`src/rtl/cthm_pkg.sv`:
```
// ----------------------------------------------------------------------------
// Channel time histogram package
// Shared widths, operation and status codes, and beat structures.
// ----------------------------------------------------------------------------
package cthm_pkg;

	localparam int CHANNELS_DEF   = 256;
	localparam int BINS_DEF       = 512;
	localparam int HALF_RANGE_DEF = 256;

	localparam int CNT_W   = 24;
	localparam int CH_IN_W = 8;
	localparam int TIME_W  = 13;
	localparam int OFF_W   = 12;
	localparam int MEAN_W  = 16;
	localparam int POS_W   = 15;

	localparam logic [CNT_W-1:0] CNT_MAX = {CNT_W{1'b1}};

	localparam logic signed [MEAN_W-1:0] MEAN_MAX = 16'sh7fff;
	localparam logic signed [MEAN_W-1:0] MEAN_MIN = 16'sh8000;

	typedef enum logic [1:0] {
		OP_LOAD  = 2'd0,
		OP_FILL  = 2'd1,
		OP_QUERY = 2'd2,
		OP_CLEAR = 2'd3
	} op_t;

	typedef enum logic [1:0] {
		ST_OK    = 2'd0,
		ST_DUMMY = 2'd1,
		ST_EMPTY = 2'd2
	} status_t;

	localparam logic CFG_MIN_ENTRIES = 1'b0;
	localparam logic CFG_INVALID_TIME = 1'b1;

	typedef struct packed {
		op_t                       op;
		logic [CH_IN_W-1:0]        channel;
		logic signed [TIME_W-1:0]  hit_time;
		logic signed [OFF_W-1:0]   offset_value;
	} item_t;

	typedef struct packed {
		status_t                   status;
		logic signed [MEAN_W-1:0]  mean_time;
		logic [CNT_W-1:0]          channel_entries;
		logic                      enough_entries;
	} result_t;

	typedef struct packed {
		logic             start;
		logic [CNT_W-1:0] divisor;
	} div_req_t;

	function automatic logic [CNT_W-1:0] sat_inc(input logic [CNT_W-1:0] c);
		return (c == CNT_MAX) ? c : c + 1'b1;
	endfunction

endpackage

```
`src/rtl/cthm_div.sv`:
```
// ----------------------------------------------------------------------------
// Serial divider
// Restoring unsigned division, one quotient bit per cycle.
// ----------------------------------------------------------------------------
module cthm_div import cthm_pkg::*; #(
	parameter int N = 50
) (
	input  logic          clk,
	input  logic          arst_n,
	input  div_req_t      req,
	input  logic [N-1:0]  dividend,
	output logic          done,
	output logic [N-1:0]  quot
);

	localparam int CW = $clog2(N + 1);

	logic [N-1:0]     q_q;
	logic [CNT_W-1:0] rem_q;
	logic [CNT_W-1:0] d_q;
	logic [CW-1:0]    cnt_q;
	logic             run_q;
	logic             done_q;
	logic [CNT_W:0]   trial;
	logic [CNT_W:0]   diff;
	logic             fit;

	assign trial = {rem_q, q_q[N-1]};
	assign diff  = trial - {1'b0, d_q};
	assign fit   = trial >= {1'b0, d_q};

	always_ff @(posedge clk or negedge arst_n) begin
		if (!arst_n) begin
			run_q  <= 1'b0;
			done_q <= 1'b0;
			cnt_q  <= '0;
			q_q    <= '0;
			rem_q  <= '0;
			d_q    <= '0;
		end else begin
			done_q <= 1'b0;
			if (req.start) begin
				run_q <= 1'b1;
				cnt_q <= '0;
				q_q   <= dividend;
				rem_q <= '0;
				d_q   <= req.divisor;
			end else if (run_q) begin
				q_q   <= {q_q[N-2:0], fit};
				rem_q <= fit ? diff[CNT_W-1:0] : trial[CNT_W-1:0];
				cnt_q <= cnt_q + 1'b1;
				if (cnt_q == CW'(N - 1)) begin
					run_q  <= 1'b0;
					done_q <= 1'b1;
				end
			end
		end
	end

	assign done = done_q;
	assign quot = q_q;

endmodule

```
`config.mk`:
```
export PLATFORM = sky130hd
export DESIGN_NAME = cthm_div
export DESIGN_NICKNAME = d
export VERILOG_FILES = /design/src/rtl/cthm_pkg.sv /design/src/rtl/cthm_div.sv
export SDC_FILE = /design/constraint.sdc
export NUM_CORES = 1
export LEC_CHECK = 0
export BUFFER_PORTS_ARGS = -buffer_cell sky130_fd_sc_hd__buf_2
export CAP_MARGIN = 20
export CORE_MARGIN = 10
export CORE_UTILIZATION = 59
export DETAILED_ROUTE_END_ITERATION = 16
export GPL_ROUTABILITY_DRIVEN = 1
export GPL_TIMING_DRIVEN = 1
export PLACE_DENSITY_LB_ADDON = 0.05
export SYNTH_ARGS = -nofsm -noshare
export SYNTH_HDL_FRONTEND = slang
export SYNTH_SLANG_ARGS = --single-unit
```
`constraint.sdc`:
```
create_clock -name clk -period 6.1 [get_ports clk]
set_input_delay 1.22 -clock clk [delete_from_list [all_inputs] [get_ports clk]]
set_output_delay 1.22 -clock clk [all_outputs]
set_load 0.01 [all_outputs]
```
==> impl_metrics.csv <==
group,metric,value,unit
logic_synthesis,async_flop_share,100,%
setup_path,timing.rr.end,"rem_q[11]",
logic_synthesis,synth_area,0.00597,sq mm
setup_path,worstSetupPathType,"reg -> reg",
power_and_ir_drop,pwr-share-comb,39.1,%
layout,fin_nets,849,
setup_path,cp_slowest_cell,"dfrtp_1",
power_and_ir_drop,leakagePower,3.67,nW
clock_network,cts-buffers-inserted,9,
clock_network,clock-root-buffer,"clkbuf_8",
logic_synthesis,synth_xor_area_share,3.23,%
clock_network,post-cts-setup-buffers,0,
logic_synthesis,ys_seq_area_share,44.4,%
route,drt-initial-drc-count,290,
place,post_dp_cell_area,0.00664,sq mm
logic_synthesis,muxShareOfSynthArea,9.41,%
setup_path,cp.arrival,3280,ps
logic_synthesis,synth_fa_ha_area_share,5.78,%
logic_synthesis,synth.ff_latch_count,106,
timing,worst_slew_pin_slew,1010,ps
setup_path,max_stage_delay,420,ps
clock_network,clk_pin_slew,110,ps
timing,fin_skew,15.5,ps
power_and_ir_drop,pwr-share-seq,40.5,%
logic_synthesis,synthSimpleGateAreaFrac,13.6,%
power_and_ir_drop,p_clk_share,20.4,%
global_routing,first_global_vias,5080,
layout,antennaDiodeCount,0,
logic_synthesis,synth-compound-area-share,18.7,%
clock_network,cts.sinks,106,
clock_network,cts-htree-levels,3,
hold_path,min_path_type,"reg -> reg",
layout,final_core_util,69.6,%
setup_path,critPathRequiredTime,6400,ps
logic_synthesis,synth-main-ff-cell,"dfrtp_1",
clock_network,cts_resized,0,
global_routing,track_usage,19.4,%
outcome,status,"complete, no violations",
clock_network,cts_buffer_depth,2,
hold_path,hold_depth,2,
floorplanning,dieWidth,121,um
global_routing,grt_max_degree,114,
logic_synthesis,syn_avg_cell_area,9.30,sq um
route,wl_per_cell,15.4,um
route,firstDrtPassIters,4,
place,port_buffers,127,
timing,tns,0,ps
setup_path,cp_cell_sequence,"ha_1 > and3_1 > nand4_1 > or4_1 > a21oi_1 > a2111oi_2 > o41a_1 > buf_4 > o31a_1 > a211oi_2",
clock_network,cts_tree,"done",
route,ant_nets,0,
route,vias,4831,
hold_path,min_to,"d_q[13]",
timing,finalCriticalPeriod,2980,ps
global_routing,overflow,0,
global_routing,grt_pass1_wl,23500,um
timing,finalSetupViolCount,0,
logic_synthesis,synth_warnings,0,
setup_path,r2r_slack,3120,ps
clock_network,cts_hold_buf,0,
route,wirelength,13600,um
route,viasPerCell,5.47,
setup_path,start_kind,"flop",
setup_path,crit_path_end_kind,"flop",
clock_network,clk_latency,400,ps
setup_path,ff2ff_path_depth,10,
floorplanning,start_util,60.8,%
layout,final_area,0.00683,sq mm
hold_path,worst_hold_startpoint,"d_q[13]",
power_and_ir_drop,power_switching,0.000796,W
global_routing,antenna_found_initial,0,
logic_synthesis,syn_nets,746,
floorplanning,row_count,36,
layout,layout-drive-gt1-share,22.7,%
floorplanning,core_area,0.00982,sq mm
power_and_ir_drop,swShare,37.4,%
logic_synthesis,synth_top_family_by_area,"compound AO/OA/AOI/OAI gates",
timing,rsz0062_at_grt,"no",
timing,slew_headroom,32.7,%
timing,clock.fmax,336,MHz
floorplanning,die_area,0.0145,sq mm
layout,area_growth,14.3,%
job,drv_cap,0,
floorplanning,io_pins,128,
route,remaining_drc_errors,0,
timing,hold_violations,0,
setup_path,crit-reg2reg-launch,"rem_q[18]",
timing,maxSlewViolCount,0,
power_and_ir_drop,p_per_area,312,mW/mm^2
logic_synthesis,synth_edf_count,0,
floorplanning,die_y,121,um
power_and_ir_drop,p_int,0.00133,W
logic_synthesis,syn_inst,642,
place,dp_hpwl,9720,um
logic_synthesis,synth_cell_type_count,52,
place,gp_congestion,0.835,
timing,post-route-period-util,48.8,%
power_and_ir_drop,ir_drop,0.238,mV
setup_path,cp_max_fo,45,
## cells in the final DEF, fill, tap and decap left out, types with 4 or more instances in the layout
cell type	instances
a21oi_1	34
xor2_1	13
a211oi_2	13
clkbuf_8	11
buf_4	7
o21ai_0	87
nand4_1	4
buf_2	125
a21o_1	5
nor2_1	51
mux2i_1	55
ha_1	26
nand2_1	95
nand3_1	5
a211oi_1	11
xnor2_1	9
nand2b_1	6
dfrtp_1	105
nor3_1	5
inv_1	29
## worst max-delay path by stage
stage / depth (start not counted) / end / start
finish: 10 / rem_q[11] / rem_q[18]
CTS: 11 / rem_q[11] / rem_q[17]
detailed placement: 11 / rem_q[11] / rem_q[17]
global placement: 3 / d_q[0] / req[24]
floorplan: 5 / cnt_q[0] / req[24]
global route: 11 / rem_q[4] / rem_q[2]
## cells by family (layout without fill, tap and decap cells)
| logic type | count (synthesis) | count (layout) |
|---|---|---|
| xor+xnor | 22 | 22 |
| mux | 56 | 56 |
| fa+ha+maj | 27 | 27 |
| compound gates | 176 | 176 |
| buf+inv | 69 | 177 |
| simple gates | 186 | 186 |
| flops | 106 | 106 |
## layer usage
layer,share of wire (%),track usage [%],wire length (um),up-vias
li1,-,-,-,2434
met1,43,22.6,5890,2280
met2,48,31.6,6550,97
met3,6.9,8.05,934,20
met4,1.4,6.41,189,0
met5,0,0,0,-
## layout make-up
class,instances,area [sq um]
multi-input combinational,467,3030
tap,133,166
fill,851,2990
clock inverter,4,35.0
inverter,29,109
sequential,106,2660
clock buffer,12,155
timing repair buffer,132,678
## metrics by stage
step	cells	power [W]	setup slack (ps)	hold WS, ps
floorplan	642	0.00153	3550	485
global placement	867	0.00168	3160	511
detailed placement	867	0.00171	3120	526
CTS	883	0.00214	3110	544
global route	883	0.00229	2860	574
finish	883	0.00213	3120	538
## sequential cells by signal, indices dropped and copies added, names as in the netlist
register	flops
done	1
quot	50
d_q	24
run_q	1
rem_q	24
cnt_q	6
## synth_stat cells, types with 2 or more instances
library cell / instances / area share [%]
o21a_1: 3 / 0.38
o211a_1: 3 / 0.50
nor2b_1: 3 / 0.31
o21bai_1: 2 / 0.25
nor3_1: 5 / 0.42
nor3_2: 3 / 0.50
o31a_1: 3 / 0.44
nor4_1: 2 / 0.21
nand2b_1: 6 / 0.63
ha_1: 26 / 5.4
xor2_1: 13 / 1.9
a211oi_1: 11 / 1.4
a21o_1: 5 / 0.63
nand4_1: 4 / 0.42
o21ai_0: 87 / 7.3
a21oi_1: 34 / 2.8
clkbuf_1: 30 / 1.9
xnor2_1: 9 / 1.3
or3_1: 2 / 0.21
a211oi_2: 13 / 2.7
inv_1: 29 / 1.8
and3_1: 2 / 0.21
nand2_1: 95 / 6.0
a31o_2: 2 / 0.29
mux2i_1: 55 / 9.2
nand3_1: 5 / 0.42
buf_1: 5 / 0.31
nor3b_1: 2 / 0.25
o21ai_1: 2 / 0.17
nor2_1: 51 / 3.2
buf_6: 4 / 0.75
dfrtp_1: 106 / 44
## critical path, delay by kind of cell, from the launching register on
| kind | cells | cell delay (ps) |
|---|---|---|
| buffers and inverters | 1 | 280 |
| AND/OR/NAND/NOR | 3 | 810 |
| flip-flops | 1 | 420 |
| AO/OA/AOI/OAI | 5 | 960 |
| adder cells (fa/ha/maj) | 1 | 370 |
## power by group through the flow
| stage | registers (W) | clock network [W] | logic, W |
|---|---|---|---|
| 2_1_floorplan | 0.000875 | 0 | 0.000653 |
| 3_3_place_gp | 0.000872 | 0 | 0.000806 |
| 3_5_place_dp | 0.000873 | 0 | 0.000832 |
| 4_1_cts | 0.000861 | 0.000443 | 0.000838 |
| 5_1_grt | 0.000873 | 0.000470 | 0.000945 |
| 6_report | 0.000861 | 0.000434 | 0.000833 |
(Power assumes the default switching activity.)
